<file path="config.mk">
export PLATFORM = sky130hd
export DESIGN_NAME = sdkc_mul
export DESIGN_NICKNAME = d
export VERILOG_FILES = /design/src/scalar_depth_kalman_correct_assert.svh /design/src/sdkc_pkg.sv /design/src/sdkc_mul.sv
export SDC_FILE = /design/constraint.sdc
export NUM_CORES = 2
export LEC_CHECK = 0
export ABC_CLOCK_PERIOD_IN_PS = 31200
export BUFFER_PORTS_ARGS = -buffer_cell sky130_fd_sc_hd__buf_2
export CAP_MARGIN = 20
export CORE_ASPECT_RATIO = 0.9
export CORE_MARGIN = 3
export CORE_UTILIZATION = 35
export DETAILED_ROUTE_END_ITERATION = 7
export PLACE_DENSITY = 0.54
export REMOVE_ABC_BUFFERS = 1
export SLEW_MARGIN = 20
export SYNTH_ARGS = -nofsm -noshare
export SYNTH_HDL_FRONTEND = slang
export SYNTH_SLANG_ARGS = --single-unit
export TNS_END_PERCENT = 30
</file>
<file path="constraint.sdc">
create_clock -name clk_i -period 31.2 [get_ports clk_i]
set_input_delay 6.24 -clock clk_i [delete_from_list [all_inputs] [get_ports clk_i]]
set_output_delay 6.24 -clock clk_i [all_outputs]
set_load 0.02 [all_outputs]
</file>
<file path="src/scalar_depth_kalman_correct_assert.svh">
// Assertion macros for the depth correction block.
`ifndef SCALAR_DEPTH_KALMAN_CORRECT_ASSERT_SVH
`define SCALAR_DEPTH_KALMAN_CORRECT_ASSERT_SVH

// Holds at every edge outside reset.
`define SDKC_ASSERT(lbl, prop, msg) \
  lbl: assert property (@(posedge clk_i) disable iff (!rst_ni) prop) else $error(msg);

// Antecedent implies consequent in the next cycle.
`define SDKC_ASSERT_NEXT(lbl, ante, cons, msg) \
  lbl: assert property (@(posedge clk_i) disable iff (!rst_ni) (ante) |=> (cons)) else $error(msg);

`endif

</file>
<file path="src/sdkc_pkg.sv">
// Shared constants, types and helpers for the depth correction block.
package sdkc_pkg;

  localparam int unsigned CfgIdxW = 3;

  localparam logic [CfgIdxW-1:0] CFG_NOISE_DENS = 3'd0;
  localparam logic [CfgIdxW-1:0] CFG_RAND_WALK  = 3'd1;
  localparam logic [CfgIdxW-1:0] CFG_SIGMA      = 3'd2;
  localparam logic [CfgIdxW-1:0] CFG_THRESHOLD  = 3'd3;
  localparam logic [CfgIdxW-1:0] CFG_VEL_ON     = 3'd4;

  localparam logic [31:0] NOISE_DENS_RST = 32'd167772;
  localparam logic [31:0] RAND_WALK_RST  = 32'd16777;
  localparam logic [31:0] SIGMA_RST      = 32'd1677722;
  localparam logic [30:0] THRESHOLD_RST  = 31'd655;
  localparam logic [31:0] VARIANCE_RST   = 32'd167772;

  localparam logic [24:0] ONE_Q24    = 25'h1000000;
  localparam logic [31:0] MIN_DT_Q24 = 32'd167772;
  localparam logic [33:0] DIV_THREE  = 34'd3;
  localparam logic [33:0] DIV_TWENTY = 34'd20;

  typedef struct packed {
    logic start;
    logic raw;
  } mul_ctl_t;

  function automatic logic [31:0] sat_s32(input logic signed [65:0] x);
    logic [31:0] r;
    if (x > 66'sd2147483647) r = 32'h7FFF_FFFF;
    else if (x < -66'sd2147483648) r = 32'h8000_0000;
    else r = x[31:0];
    return r;
  endfunction

endpackage

</file>
<file path="src/sdkc_mul.sv">
// 64x64 multiplier built from one 32x32 multiplier in four steps, Q.24 round/saturate unless raw.
module sdkc_mul import sdkc_pkg::*; (
  input  logic        clk_i,
  input  logic        rst_ni,
  input  mul_ctl_t    ctl_i,
  input  logic [63:0] a_i,
  input  logic [63:0] b_i,
  output logic        busy_o,
  output logic        done_o,
  output logic [63:0] res_o
);

  logic [127:0] acc_q;
  logic [1:0]   cnt_q;
  logic         busy_q, done_q, raw_q;
  logic [31:0]  a_half, b_half;
  logic [63:0]  prod;
  logic [6:0]   sh;

  assign a_half = cnt_q[1] ? a_i[63:32] : a_i[31:0];
  assign b_half = cnt_q[0] ? b_i[63:32] : b_i[31:0];
  assign prod   = a_half * b_half;
  assign sh     = {({1'b0, cnt_q[1]} + {1'b0, cnt_q[0]}), 5'd0};

  always_ff @(posedge clk_i or negedge rst_ni) begin
    if (!rst_ni) begin
      busy_q <= 1'b0;
      done_q <= 1'b0;
      cnt_q  <= 2'd0;
      raw_q  <= 1'b0;
    end else begin
      done_q <= 1'b0;
      if (ctl_i.start) begin
        busy_q <= 1'b1;
        cnt_q  <= 2'd0;
        raw_q  <= ctl_i.raw;
      end else if (busy_q) begin
        cnt_q <= cnt_q + 2'd1;
        if (cnt_q == 2'd3) begin
          busy_q <= 1'b0;
          done_q <= 1'b1;
        end
      end
    end
  end

  // in rounded mode the rounding half is preloaded so the final sum is already rounded
  always_ff @(posedge clk_i) begin
    if (ctl_i.start) acc_q <= ctl_i.raw ? 128'd0 : 128'h80_0000;
    else if (busy_q) acc_q <= acc_q + ({64'd0, prod} << sh);
  end

  assign busy_o = busy_q;
  assign done_o = done_q;
  assign res_o  = raw_q ? acc_q[63:0] : ((|acc_q[127:88]) ? '1 : acc_q[87:24]);

endmodule

</file>
### Yosys cells after proc, flatten, opt, wreduce, memory -nomap -nowiden

Cells that the tools add are included.

| storage, ports and cells | value |
|---|---|
| flip-flop bits (word level) | 133 |
| bits of input ports | 132 |
| output and inout port bits | 66 |
| logic and storage cells | 28 |

| operators by class | value |
|---|---|
| add/subtract/negate cells | 3 |
| multipliers | 1 |
| equal/unequal tests | 1 |
| shift operators | 1 |
| muxes and demuxes | 15 |
| reduce and logical (&&, ||, !) cells | 2 |

Operator list:

| cell | number |
|---|---|
| $mux W128 | 2 |
| $add A128 B128 Y128 | 1 |
| $mux W64 | 2 |
| $shl A64 B7 Y128 | 1 |
| $mul A32 B32 Y64 | 1 |
| $mux W32 | 2 |
| $reduce_or A40 Y1 | 1 |
| $mux W24 | 1 |
| $mux W1 | 6 |
| $mux W2 | 2 |
| $add A1 B1 Y2 | 1 |
| $add A2 B1 Y2 const B | 1 |
| $eq A2 B2 Y1 const B | 1 |
| $reduce_bool A2 Y1 | 1 |

### Longest topological paths before layout

| depth | value |
|---|---|
| word-level depth | 6 |
| depth in mapped cells | 45 |

### Least setup slack after synthesis

OpenSTA, ideal clock, no wires.

| path | value |
|---|---|
| kind | input to register |
| start point | in b_i[37] |
| end point | reg acc_q[118], data pin |
| library setup time | 0.157 ns |
| arrival | 16.219 ns |
| path slack | 14.824 ns |
| stages | 41 |
| path buffers | 3 |
| cells stage by stage | mux2i_1 > clkbuf_1 > nor2_1 > fa_1 > fa_1 > fa_1 > inv_1 > fa_1 > inv_1 > fa_1 > inv_1 > fa_1 > inv_1 > fa_1 > fa_1 > ha_1 > clkbuf_1 > a21o_1 > [... 5 more ...] > nand4_1 > a211oi_1 > o21ai_0 > mux2i_1 > nand2_1 > ha_1 > clkbuf_1 > nand2_1 > nor4_1 > a221oi_1 > o21ai_0 > nor4_1 > a21boi_1 > or4_1 > a21boi_2 > o2111ai_1 > and3_1 > nor3_1 |

| between the ends | value |
|---|---|
| cells in the longest elaborated chain, start to end | 6 |

RTL lines:

| item | RTL line | RTL |
|---|---|---|
| start: declaration | sdkc_mul.sv:7 | `input logic [63:0] b_i,` |
| $mux W32 | sdkc_mul.sv:21 | `assign b_half = cnt_q[0] ? b_i[63:32] : b_i[31:0];` |
| $mul A32 B32 Y64 | sdkc_mul.sv:22 | `assign prod = a_half * b_half;` |
| $shl A64 B7 Y128 | sdkc_mul.sv:50 | `else if (busy_q) acc_q <= acc_q + ({64'd0, prod} << sh);` |
| $add A128 B128 Y128 | sdkc_mul.sv:50 |  |
| $mux W128 | sdkc_mul.sv:50 |  |
| $mux W128 | sdkc_mul.sv:49 | `if (ctl_i.start) acc_q <= ctl_i.raw ? 128'd0 : 128'h80_0000;` |
| end signal: assignment | sdkc_mul.sv:49 |  |
| end signal: assignment | sdkc_mul.sv:50 |  |
| end: declaration | sdkc_mul.sv:13 | `logic [127:0] acc_q;` |

No other way between the ends. The select of a mux whose other input is x is not followed.
A chain may end at the register's enable or synchronous reset.

### Worst setup path after layout

| path | value |
|---|---|
| start point | in a_i[28] |
| end point | reg acc_q[112], data pin |

| between the ends | value |
|---|---|
| cells in the longest elaborated chain, start to end | 6 |

RTL lines:

| item | RTL line | RTL |
|---|---|---|
| start: declaration | sdkc_mul.sv:6 | `input logic [63:0] a_i,` |
| $mux W32 | sdkc_mul.sv:20 | `assign a_half = cnt_q[1] ? a_i[63:32] : a_i[31:0];` |
| $mul A32 B32 Y64 | sdkc_mul.sv:22 |  |
| $shl A64 B7 Y128 | sdkc_mul.sv:50 |  |
| $add A128 B128 Y128 | sdkc_mul.sv:50 |  |
| $mux W128 | sdkc_mul.sv:50 |  |
| $mux W128 | sdkc_mul.sv:49 |  |

No other way between the ends. The select of a mux whose other input is x is not followed.

==> summary.md <==
| Metric | Value |
|---|---|
| Clock sinks | `133` |
| Max frequency | `0.0550 GHz` |
| Clock transition at path regs | `0.07 ns` |
| Dpl hpwl | `158000 um` |
| I/O pin cnt | `198` |
| Area leader, netlist | `fa_1` |
| Cells after synthesis | `5900` |
| Seq/Total Area, Yosys | `0.0817` |
| Crit path max fanout | `21` |
| CORE AREA | `0.138 sq mm` |
| Clk_skew | `0.0186 ns` |
| Yosys reg bits | `133` |
| CP Capture Type | `flop` |
| Final hold vios | `0` |
| Reg2reg start | `cnt_q[1]$_DFFE_PN0P_` |
| Setup bufs post-CTS | `0` |
| Std cell rows | `129` |
| CTS tree | `done` |
| WL/cell | `24.8 um` |
| Pre-Repair DR Iteration Count | `6` |
| Worst-margin pin slew | `1.13 ns` |
| Yosys warns | `0` |
| Total number of vias | `42700` |
| Top cell type's share of synthesized area | `0.370` |
| Ys flop type | `edfxtp_1` |
| Worst Path Required | `31.37 ns` |
| Initial Util | `0.353` |
| Syn Area/Cell | `8.23 sq um` |
| Asr flop ratio synth | `0.0376` |
| RSZ-0062 raised after global routing | `false` |
| Final Wtd Congestion | `0.976` |
| Die Area | `0.143 sq mm` |
| TNS Setup | `0 ns` |
| Setup violators final | `0` |
| Drt total wl | `192000 um` |
| Post-route setup slack | `13.03 ns` |
| Post-CTS Resized | `0` |
| CTS H-Tree Depth | `4` |
| Chip width | `399 um` |
| Crit share post-route | `0.582` |
| Layout cell share with drive strength beyond 1 | `0.0784` |
| Crit path arrival time | `18.34 ns` |
| Deepest clock path buffer count | `2` |
| DRT iter0 DRCs | `3884` |
| Origin of the worst setup path | `a_i[28]` |
| Reg2Reg Depth | `39` |
| # port buffers | `197` |
| Dpl ws | `12.65 ns` |
| Worst hold path cell count | `1` |
| Vias/cell | `5.52` |
| Synth cell types | `77` |
| Cts bufs inserted | `17` |
| ANT nets after route | `0` |
| NumNets Final | `7311` |
| Fin crit period | `18.17 ns` |
| Worst R2R End | `acc_q[112]$_SDFFCE_PP0P_` |
| CTS Hold Bufs | `0` |
| WHS Endpoint | `busy_o$_DFF_PN0_` |
| Crit-path most repeated cell | `fa_1` |
| First-pass GRT wire length | `287000 um` |
| Antenna diodes | `0` |
| Clk Tree Root Cell | `clkbuf_16` |
| Netlist Area Pre-Place | `0.0486 sq mm` |
| R2R setup slack | `17.03 ns` |
| Crit path largest cell delay | `0.67 ns` |
| Max Cap Viol | `0` |
| GR Util All Layers | `0.267` |
| Placed cells | `7706` |
| Worst-Skew Late Latency | `0.47 ns` |
| Non-Filler Instances | `7738` |
| Area Growth Syn to Fin | `7.40%` |
| Congestion Overflow GR | `0` |
| Largest net degree at the start of global routing | `74` |
| EDFF count, synth | `128` |
| Crit path launch type | `input pin` |
| Slew margin rel. | `0.244` |
| Vias in the first global route | `43200` |
| DRC errors left | `0` |
| Die height | `359 um` |
| Outcome | `finished, final reports clean` |
| Area contributors post-synth | `fa_1 (37%), ha_1 (10%), edfxtp_1 (7.9%), inv_1 (7.6%), nor2_1 (7.4%)` |
| Slowest cell on the critical path | `a211oi_1` |
| Slew Limit Fails | `0` |
| Initial antenna violation count | `8` |
| WS Path Type | `input pin to flop` |
| Hold Crit Start | `busy_o$_DFF_PN0_` |
| Filler Cells Inserted | `14300` |
| HP Class | `flop to flop` |
per-stage QoR:
stage / hold WS, ns / area (sq um) / util
floorplan: 0.659 / 47400 / -
global placement: 0.620 / 51600 / 0.374
detailed placement: 0.628 / 51600 / 0.374
CTS: 0.646 / 52200 / 0.379
global route: 0.682 / 52200 / 0.379
finish: 0.652 / 52200 / 0.379
registers in the layout, indices dropped and copies added, names as in the netlist:
register,count
acc_q,128
cnt_q,2
busy_o,1
done_o,1
raw_q,1
metal layers:
layer  global-route usage  vias to the layer above  wire [um]
met2                0.401                     1800      83200
met5                    0                        -         45
met3               0.0603                      259      17700
met1                0.384                    21900      84200
met4               0.0790                        8       6690
li1                     -                    18800          -
cell usage in the layout (no fill, tap or decap), types with 9 or more instances in the layout:
cell type  count
nor2b_1       23
nand3_1       52
and4_1         9
or2_2         10
xor2_1        62
nor2_1       960
a211oi_1      18
o211ai_1      23
a21boi_0      13
edfxtp_1     128
o21bai_1      55
a21oi_1      331
nor4_1        34
mux2i_1       27
nand2_1      629
nand4_1       83
o22ai_1       28
mux2i_2       44
and3_1        21
o21a_1        27
buf_4         85
o21ai_0      155
clkbuf_16     17
mux2_2        67
a21o_1        91
a31oi_1       32
and2_1        48
nand2b_1      19
xnor2_1      105
ha_1         390
or3_1         13
buf_2        196
inv_1        989
fa_1         897
nor3_1        55
or4_1         11
o31ai_1       20
area by class of cell:
type	instances	area [sq um]	area share
Inverter	989	3710	0.0712
Sequential cell	133	3980	0.0762
Clock inverter	12	154	0.00295
Timing Repair Buffer	281	1620	0.0310
Tap cell	1834	2290	0.0440
Clock buffer	20	457	0.00875
Multi-Input combinational cell	4469	40000	0.766
cells by family after synthesis:
logic type                 synth area share
AOI/OAI and AO/OA                     0.113
buffers and inverters                 0.101
muxes                                0.0314
and+or+nand+nor                       0.172
DFF                                  0.0817
adders and majority gates             0.470
xor gates and xnor gates             0.0303
worst max path at each step:
stage                               end  depth (start not counted)  slack (ns)
2_1_floorplan  acc_q[112]$_SDFFCE_PP0P_                         38       14.38
5_1_grt        acc_q[112]$_SDFFCE_PP0P_                         38       12.35
3_3_place_gp   acc_q[112]$_SDFFCE_PP0P_                         38       12.64
4_1_cts        acc_q[112]$_SDFFCE_PP0P_                         38       13.10
3_5_place_dp   acc_q[112]$_SDFFCE_PP0P_                         38       12.65
6_report       acc_q[112]$_SDFFCE_PP0P_                         38       13.03
synth_stat cells, types with 21 or more instances:
master,n
a21o_1,91
a21oi_1,331
a31oi_1,32
and2_1,48
and3_1,21
buf_2,22
clkbuf_1,269
edfxtp_1,128
fa_1,897
ha_1,391
inv_1,989
mux2_2,67
mux2i_1,77
nand2_1,629
nand3_1,52
nand4_1,83
nor2_1,961
nor2b_1,23
nor3_1,55
nor4_1,34
o211ai_1,23
o21a_1,27
o21ai_0,155
o21bai_1,55
o22ai_1,28
xnor2_1,105
xor2_1,63
critical path, delay by kind of cell:
| family | cells | cell delay (ns) |
|---|---|---|
| adder cells (fa/ha/maj) | 10 | 5.04 |
| buffers and inverters | 4 | 0.26 |
| AO/OA/AOI/OAI | 11 | 3.24 |
| XOR/XNOR | 1 | 0.21 |
| AND/OR/NAND/NOR | 10 | 2.53 |
| multiplexers | 2 | 0.77 |
Power is not shown: default switching activity piles up to over one toggle a cycle in this logic, so the estimate is an artifact.
