$ cat config.mk
export PLATFORM = sky130hd
export DESIGN_NAME = sdkc_div
export DESIGN_NICKNAME = d
export VERILOG_FILES = /design/src/scalar_depth_kalman_correct_assert.svh /design/src/sdkc_pkg.sv /design/src/sdkc_div.sv
export SDC_FILE = /design/constraint.sdc
export NUM_CORES = 1
export LEC_CHECK = 0
export ABC_CLOCK_PERIOD_IN_PS = 3600
export BUFFER_PORTS_ARGS = -buffer_cell sky130_fd_sc_hd__buf_4
export CORE_UTILIZATION = 38
export CTS_CLUSTER_DIAMETER = 40
export DETAILED_ROUTE_END_ITERATION = 6
export SLEW_MARGIN = 30
export SYNTH_ARGS = -nofsm -noshare
export SYNTH_HDL_FRONTEND = slang
export SYNTH_SLANG_ARGS = --single-unit
$ cat constraint.sdc
create_clock -name clk_i -period 3.6 [get_ports clk_i]
set_clock_uncertainty 0.15 [all_clocks]
set_input_delay 0.18 -clock clk_i [delete_from_list [all_inputs] [get_ports clk_i]]
set_output_delay 0.18 -clock clk_i [all_outputs]
set_load 0.005 [all_outputs]
$ cat src/scalar_depth_kalman_correct_assert.svh
// Assertion macros for the depth correction block.
`ifndef SCALAR_DEPTH_KALMAN_CORRECT_ASSERT_SVH
`define SCALAR_DEPTH_KALMAN_CORRECT_ASSERT_SVH

// Holds at every edge outside reset.
`define SDKC_ASSERT(lbl, prop, msg) \
  lbl: assert property (@(posedge clk_i) disable iff (!rst_ni) prop) else $error(msg);

// Antecedent implies consequent in the next cycle.
`define SDKC_ASSERT_NEXT(lbl, ante, cons, msg) \
  lbl: assert property (@(posedge clk_i) disable iff (!rst_ni) (ante) |=> (cons)) else $error(msg);

`endif

$ cat src/sdkc_pkg.sv
// Shared constants, types and helpers for the depth correction block.
package sdkc_pkg;

  localparam int unsigned CfgIdxW = 3;

  localparam logic [CfgIdxW-1:0] CFG_NOISE_DENS = 3'd0;
  localparam logic [CfgIdxW-1:0] CFG_RAND_WALK  = 3'd1;
  localparam logic [CfgIdxW-1:0] CFG_SIGMA      = 3'd2;
  localparam logic [CfgIdxW-1:0] CFG_THRESHOLD  = 3'd3;
  localparam logic [CfgIdxW-1:0] CFG_VEL_ON     = 3'd4;

  localparam logic [31:0] NOISE_DENS_RST = 32'd167772;
  localparam logic [31:0] RAND_WALK_RST  = 32'd16777;
  localparam logic [31:0] SIGMA_RST      = 32'd1677722;
  localparam logic [30:0] THRESHOLD_RST  = 31'd655;
  localparam logic [31:0] VARIANCE_RST   = 32'd167772;

  localparam logic [24:0] ONE_Q24    = 25'h1000000;
  localparam logic [31:0] MIN_DT_Q24 = 32'd167772;
  localparam logic [33:0] DIV_THREE  = 34'd3;
  localparam logic [33:0] DIV_TWENTY = 34'd20;

  typedef struct packed {
    logic start;
    logic raw;
  } mul_ctl_t;

  function automatic logic [31:0] sat_s32(input logic signed [65:0] x);
    logic [31:0] r;
    if (x > 66'sd2147483647) r = 32'h7FFF_FFFF;
    else if (x < -66'sd2147483648) r = 32'h8000_0000;
    else r = x[31:0];
    return r;
  endfunction

endpackage

$ cat src/sdkc_div.sv
// Restoring divider, 64-bit dividend by 34-bit divisor, one quotient bit per cycle.
module sdkc_div import sdkc_pkg::*; (
  input  logic        clk_i,
  input  logic        rst_ni,
  input  logic        start_i,
  input  logic [63:0] num_i,
  input  logic [33:0] den_i,
  output logic        busy_o,
  output logic        done_o,
  output logic [63:0] quo_o,
  output logic [33:0] rem_o
);

  logic [63:0] quo_q;
  logic [33:0] rem_q;
  logic [5:0]  cnt_q;
  logic        busy_q, done_q;
  logic [34:0] trial;

  assign trial = {rem_q, quo_q[63]} - {1'b0, den_i};

  always_ff @(posedge clk_i or negedge rst_ni) begin
    if (!rst_ni) begin
      busy_q <= 1'b0;
      done_q <= 1'b0;
      cnt_q  <= 6'd0;
    end else begin
      done_q <= 1'b0;
      if (start_i) begin
        busy_q <= 1'b1;
        cnt_q  <= 6'd0;
      end else if (busy_q) begin
        cnt_q <= cnt_q + 6'd1;
        if (cnt_q == 6'd63) begin
          busy_q <= 1'b0;
          done_q <= 1'b1;
        end
      end
    end
  end

  always_ff @(posedge clk_i) begin
    if (start_i) begin
      quo_q <= num_i;
      rem_q <= 34'd0;
    end else if (busy_q) begin
      if (!trial[34]) rem_q <= trial[33:0];
      else rem_q <= {rem_q[32:0], quo_q[63]};
      quo_q <= {quo_q[62:0], ~trial[34]};
    end
  end

  assign busy_o = busy_q;
  assign done_o = done_q;
  assign quo_o  = quo_q;
  assign rem_o  = rem_q;

endmodule

=== Word level (Yosys, flattened, before mapping) ===
Index checks and enable logic that the tools add are counted.

* Add/subtract/negate cells: 2
* Equality and inequality tests: 1
* Multiplexer cells: 11
* Bitwise operators: 1
* Reduce and logical (&&, ||, !) cells: 1

{| class="wikitable"
|+ Operators with widths
! kind !! number
|-
| 64-bit two-way mux || 2
|-
| 35-bit by 34-bit subtractor with 35-bit output || 1
|-
| 34-bit two-way mux || 1
|-
| 6-bit two-way mux || 2
|-
| 6-bit by 1-bit adder with 6-bit output, second input constant || 1
|-
| 6-bit == test, second input constant || 1
|-
| 1-bit two-way mux || 6
|-
| 2-bit nonzero test || 1
|-
| 1-bit NOT || 1
|}

* Flip-flop bits (word level): 106

=== Longest topological paths before layout ===
Gate-level depths: netlist (run 1).

* Depth in word-level cells: 4
* Mapped depth: 14
* Depth with buffers taken out: 13

=== Worst setup path before layout (run 1) ===
No wires, ideal clock.

* Kind: reg2reg
* From: reg quo_q[63] (netlist: quo_o[63])
* To: reg quo_q[0] (netlist: quo_o[0]) (data pin)
* Library setup time: 0.260 ns
* Arrival: 2.840 ns
* Required time: 3.190 ns
* Path slack: 0.350 ns
* Stages on the path, launching flop included: 13
* Clock period less this slack: 3.250 ns
* Cell sequence: edfxtp_1 inv_1 ha_1 inv_1 fa_1 a21o_1 a41o_1 a221o_1 a31o_2 a31oi_4 xnor2_2 buf_2 mux2_2

* Longest elaborated chain between the ends: 4

{| class="wikitable"
|+ RTL lines
! element !! RTL line !! RTL
|-
| from (decl) || sdkc_div.sv:14 || <nowiki>logic [63:0] quo_q;</nowiki>
|-
| from (signal assigned) || sdkc_div.sv:44 || <nowiki>quo_q <= num_i;</nowiki>
|-
| from (signal assigned) || sdkc_div.sv:49 || <nowiki>quo_q <= {quo_q[62:0], ~trial[34]};</nowiki>
|-
| 35-bit by 34-bit subtractor with 35-bit output || sdkc_div.sv:20 || <nowiki>assign trial = {rem_q, quo_q[63]} - {1'b0, den_i};</nowiki>
|-
| 1-bit NOT || sdkc_div.sv:49 ||
|-
| 64-bit two-way mux || sdkc_div.sv:46 || <nowiki>end else if (busy_q) begin</nowiki>
|-
| 64-bit two-way mux || sdkc_div.sv:43 || <nowiki>if (start_i) begin</nowiki>
|}

No other way between the ends. The select of a mux whose other input is x is not followed.
A chain may end at the register's enable or synchronous reset.

=== Worst setup path in the final report (run 1) ===
* From: reg quo_q[63] (netlist: quo_o[63])
* To: reg rem_q[4] (netlist: rem_o[4])

* Longest elaborated chain between the ends: 2

{| class="wikitable"
|+ RTL lines
! element !! RTL line !! RTL
|-
| 35-bit by 34-bit subtractor with 35-bit output || sdkc_div.sv:20 ||
|-
| 34-bit two-way mux || sdkc_div.sv:47 || <nowiki>if (!trial[34]) rem_q <= trial[33:0];</nowiki>
|-
| to (signal assigned) || sdkc_div.sv:47 ||
|-
| to (signal assigned) || sdkc_div.sv:48 || <nowiki>else rem_q <= {rem_q[32:0], quo_q[63]};</nowiki>
|-
| to (decl) || sdkc_div.sv:15 || <nowiki>logic [33:0] rem_q;</nowiki>
|}

No other way between the ends.

==> results of run 1 <==
cell families (layout without fill, tap and decap cells):
family                   Yosys count  in the layout
AND/OR/NAND/NOR                  155            155
AO/OA/AOI/OAI                    151            151
flip-flops                       106            106
multiplexers                      88             88
buffers and inverters             82            342
adder cells (fa/ha/maj)           36             36
XOR/XNOR                          35             35
stage by stage:
stage          hold slack [ps]  instances  setup slack [ps]  instance area (um^2)
6_report                  33.6       1133               223                  9300
5_1_grt                   28.4       1133              55.7                  9300
4_1_cts                   30.2       1130              44.9                  9280
3_5_place_dp              -141       1049              65.1                  8310
3_3_place_gp              -148       1049               163                  8310
2_1_floorplan             -266        653               350                  6570
flip-flops by register name, summed over array words and instances, names as in the netlist:
register,flops
done_o,1
rem_o,34
cnt_q,6
busy_o,1
quo_o,64
worst max path at each step:
| stage | to | slack, ps | cells after the start |
|---|---|---|---|
| CTS | rem_o[4] | 40 | 13 |
| global placement | rem_o[6] | 160 | 13 |
| finish | rem_o[4] | 220 | 13 |
| floorplan | quo_o[0] | 350 | 12 |
| detailed placement | rem_o[5] | 70 | 13 |
| global route | rem_o[18] | 60 | 13 |
routing by layer:
metal	part of all wire (%)	vias up	GRT usage, %	wire [um]
li1	-	2891	-	-
met1	41	2761	24.8	7720
met2	49	231	37.3	9200
met3	7.2	37	5.67	1340
met4	2.5	0	8.96	461
met5	0	-	0	0
layout by cell type, fill, tap and decap left out, types with 23 or more instances in the layout:
cell / instances
inv_1: 42
a21oi_1: 49
a211oi_1: 27
nor2_1: 65
dfxtp_1: 34
nand2_1: 40
mux2i_1: 23
ha_1: 35
buf_4: 216
dlygate4sd3_1: 65
mux2_2: 64
edfxtp_1: 64
layout make-up:
class                           count  area (um^2)  share of cell area, %
Multi-Input combinational cell    465         3440                   36.9
Sequential cell                   106         2800                   30.1
Timing Repair Buffer              283         2310                   24.9
Tap cell                          220          275                   2.96
Clock buffer                        9          225                   2.42
Inverter                           43          161                   1.74
Clock inverter                      7         88.8                  0.955
critical path: stages, from the launching register on:
cell	delay [ps]
edfxtp_1	390
inv_1	100
ha_1	170
inv_1	70
fa_2	350
a21o_1	190
a41o_1	240
a221o_1	320
a31o_2	270
a31oi_4	190
xnor2_4	260
buf_4	260
mux2i_1	190
a211oi_1	90
timing repair:
item,4_1_cts,5_1_grt
setup buffers,0,3
endpoints found under the setup margin,0,26
endpoints found under the hold margin,72,0
hold buffers,65,0
resized for setup,0,1
where the power goes:
group	internal [W]	leakage, nW	total (W)	switching, W
sequential	0.00153	1.06	0.00176	0.000230
clock	0.000507	0.153	0.00106	0.000552
combinational	0.00135	2.92	0.00260	0.00125
==> metrics.md, run 1 <==
| Metric | Value |
|---|---|
| Clk sinks | `106` |
| Clk root buf | `clkbuf_16` |
| PD cells | `583 nW/um^2` |
| Count leader, synth | `nor2_1` |
| Mux cell area share after synthesis | `14.7%` |
| R2R setup slack | `220 ps` |
| Crit path DAT | `3450 ps` |
| GP Congestion | `0.919` |
| Die height | `133 um` |
| #FFs+latches synth | `106` |
| CTS Buffer Depth | `2` |
| GRT overflow | `0` |
| First-pass GRT wire length | `30.4 mm` |
| Yosys synthesis warning count | `0` |
| Crit. End Element | `flip-flop` |
| Syn nets | `790` |
| Synth Area in Simple Gates | `10.5%` |
| Clock slew at reported path FFs | `90 ps` |
| Adder-Cell Fraction of Synth Area | `6.98%` |
| CP Launch Point | `quo_o[63]` |
| Critical R2R Launch | `quo_o[63]` |
| Top-area cell type share of the netlist area | `29.3%` |
| RSZ-0062 raised after global routing | `false` |
| Max-slew violations | `0` |
| Top cells by area, synth | `edfxtp_1, mux2_2, dfxtp_1, ha_1, a21oi_1` |
| CP max FO | `11` |
| FP Rows | `47` |
| Port Buffer Count | `200` |
| Status | `complete, no violations` |
| Top FF cell, synth | `edfxtp_1` |
| Final min period | `3380 ps` |
| Vias | `5920` |
| All-Layer GR Usage | `21.4%` |
| Worst vdd ir | `0.264 mV` |
| TritonRoute pass-1 iters | `4` |
| Clk_lat worst skew | `370 ps` |
| Via density | `5.23` |
| H-tree depth | `3` |
| CTS tree | `done` |
| FF-to-FF path depth | `13` |
| Final-report hold violation count | `0` |
| Tot Pwr | `0.00542 W` |
| Die Area | `17800 um^2` |
| Ys async rst share | `7.55%` |
| Combinational family with the most area after synthesis | `compound AO/OA/AOI/OAI gates` |
| Layout cells sized above 1 | `33.6%` |
| Post-Synthesis Cells | `653` |
| Initial Util | `39.3%` |
| Slew Limit Headroom | `40.5%` |
| Slew at the pin closest to its max-slew limit | `893 ps` |
| Max Freq | `296 MHz` |
| Synth area leader | `edfxtp_1` |
| DRC Markers | `0` |
| Crit path launch type | `flip-flop` |
| Antenna-violating nets left | `0` |
| Final setup fails | `0` |
| # fillers | `1470` |
| Period utilization | `93.8%` |
| Final WL | `18.7 mm` |
| Reg-to-reg endpoint | `rem_o[4]` |
| CORE AREA | `16700 um^2` |
| Initial antenna violation count | `0` |
| Max-cap violation count | `0` |
| Area grow syn2layout | `41.7%` |
| Initial DRC count | `253` |
| Vias in the first global route | `6165` |
| Num CTS Buffers | `9` |
| Sequential fraction of the synthesis area | `42.7%` |
| Compound-Gate Fraction of Synth Area | `15.2%` |
| Width of the die | `133 um` |
| Crit Path Class | `flip-flop to flip-flop` |
| ANT cells | `0` |
| Critical Path RT | `3680 ps` |
| Ports | `201` |
| Synthesized cell area | `6570 um^2` |
| Mean Syn Cell Area | `10.1 um^2` |
| Commonest cells in the netlist | `nor2_1, edfxtp_1, mux2_2` |
| HP Class | `primary input to async pin` |
| Post-synth EDFFs | `64` |
| Yosys cell types | `52` |
| DPL Wire Length | `13.4 mm` |
| Finished Core Util | `55.7%` |
| Post-layout nets | `1045` |
| Post-Synth XOR/XNOR Area | `4.78%` |
| DR WL/cell | `16.5 um` |
| Largest net degree at the start of global routing | `70` |
| Leak | `4.13 nW` |
| Setup TNS | `0 ps` |
(Power assumes the default switching activity.)
==> run 2: changes to the inputs <==
PLACE_DENSITY = 0.64   (was not set)
==> run 2 against run 1 <==
Highest routed layer unchanged; largest cell class unchanged; total power rose by 0.30%; global-route usage decreased by 0.88 points; sequential power is essentially flat; worst setup slack worse by 83 ps; routed wire length fell by 3.4%.
==> metrics.md, run 2 (same netlist as run 1, synthesis figures left out) <==
| Metric | Value |
|---|---|
| GP Congestion | `0.864` |
| Critical Path RT | `3720 ps` |
| # fillers | `1499` |
| First-pass GRT wire length | `29.2 mm` |
| Via density | `5.17` |
| Ports | `201` |
| PD cells | `586 nW/um^2` |
| Crit path launch type | `flip-flop` |
| CP max FO | `10` |
| Final-report hold violation count | `0` |
| Post-layout nets | `1044` |
| DPL Wire Length | `12.7 mm` |
| Final min period | `3460 ps` |
| Period utilization | `96.1%` |
| CTS Buffer Depth | `2` |
| All-Layer GR Usage | `20.5%` |
| Final WL | `18.1 mm` |
| Crit path DAT | `3580 ps` |
| Width of the die | `133 um` |
| Port Buffer Count | `200` |
| Leak | `4.13 nW` |
| Max Freq | `289 MHz` |
| Slew at the pin closest to its max-slew limit | `916 ps` |
| Crit. End Element | `flip-flop` |
| Area grow syn2layout | `41.5%` |
| Max-slew violations | `0` |
| DP Worst Slack | `140 ps` |
| Number of flip-flops in the largest register | `64` |
| Most frequent cells in the layout | `buf_4, nor2_1, dlygate4sd3_1, mux2_2, edfxtp_1` |
| Antenna-violating nets left | `0` |
| Final setup fails | `0` |
| Clk sinks | `106` |
| HP Class | `primary input to async pin` |
| Register Area | `2800 um^2` |
| CTS tree | `done` |
| Crit Path Class | `flip-flop to flip-flop` |
| Setup TNS | `0 ps` |
| CORE AREA | `16700 um^2` |
| Num CTS Buffers | `9` |
| Layout cells sized above 1 | `33.6%` |
| Most common cell after layout, fill and taps aside | `buf_4` |
| Clk_lat worst skew | `350 ps` |
| Die Area | `17800 um^2` |
| Crit path max-delay cell type | `fa_1` |
| H-tree depth | `3` |
| DP Area | `8290 um^2` |
| Initial Util | `39.3%` |
| Clk root buf | `clkbuf_16` |
| CP dominant cell by count | `inv_1` |
| FP Rows | `47` |
| Cells after DPL | `1047` |
| Worst vdd ir | `0.244 mV` |
| Initial antenna violation count | `0` |
| Hold_ws | `68.9 ps` |
| ANT cells | `0` |
| Vias | `5849` |
| Fin area | `9290 um^2` |
| TritonRoute pass-1 iters | `5` |
| Max-cap violation count | `0` |
| Initial DRC count | `289` |
| Slew Limit Headroom | `38.8%` |
| DRC Markers | `0` |
| DR WL/cell | `16.0 um` |
| GRT overflow | `0` |
| Largest net degree at the start of global routing | `65` |
| Status | `complete, no violations` |
| Clock slew at reported path FFs | `80 ps` |
| Vias in the first global route | `5877` |
| RSZ-0062 raised after global routing | `true` |
| Area occupied by multi-input gates | `3440 um^2` |
| Post-route worst setup slack | `140 ps` |
| Worst path max stage delay | `410 ps` |
| Final std cells w/o fill | `1132` |
| Die height | `133 um` |
| Crit-path cells | `inv_1 > ha_1 > inv_1 > fa_1 > a21o_1 > a41o_1 > a221o_1 > a31o_2 > a31oi_4 > xnor2_4 > buf_6 > mux2_4 > a211oi_2` |
run 2: timing repair:
| action | CTS | global route |
|---|---|---|
| setup buffers | 0 | 4 |
| resized for setup | 0 | 2 |
| hold endpoints to repair | 72 | 0 |
| hold buffers | 65 | 0 |
| endpoints found under the setup margin | 0 | 23 |
run 2: per-layer routing:
metal / global-route usage [%] / share of wire, % / up-vias
li1: - / - / 2888
met1: 26.1 / 44 / 2721
met2: 33.8 / 47 / 217
met3: 5.14 / 7.2 / 23
met4: 7.13 / 1.9 / 0
met5: 0 / 0 / -
run 2: power breakdown:
group	total [W]	internal [W]	switching [W]
registers	0.00177	0.00153	0.000235
clock network	0.00108	0.000560	0.000518
logic	0.00259	0.00134	0.00125
run 2: cell type report:
type / count / share of cell area [%]
Inverter: 43 / 1.74
Sequential cell: 106 / 30.2
Clock buffer: 9 / 2.43
Multi-Input combinational cell: 465 / 37.0
Tap cell: 220 / 2.96
Timing Repair Buffer: 282 / 24.7
Clock inverter: 7 / 0.943
run 2: worst paths after layout:
| kind | cells after the start | start | to | slack, ps |
|---|---|---|---|---|
| worst max-delay path | 13 | quo_o[63] | rem_o[0] | 140 |
| worst min-delay path | 2 | rst_ni | cnt_q[2] | 70 |
| worst max register to register | 13 | quo_o[63] | rem_o[0] | 140 |
| worst min register to register | 2 | rem_o[14] | rem_o[14] | 370 |
| max in group asynchronous | 2 | rst_ni | busy_o | 3100 |
| min in group clk_i | 3 | start_i | busy_o | 110 |
run 2: worst max-delay path: cells and delay by family (launching register included):
family                     cells  cell delay [ps]
AOI/OAI and AO/OA              6             1440
adders and majority gates      2              570
DFF                            1              390
buffers and inverters          3              290
muxes                          1              290
xor gates and xnor gates       1              240
run 2: metrics by stage:
stage	util [%]	total power [W]
floorplan	-	0.00337
global placement	49.6	0.00423
detailed placement	49.6	0.00424
CTS	55.4	0.00539
global route	55.6	0.00578
finish	55.6	0.00544
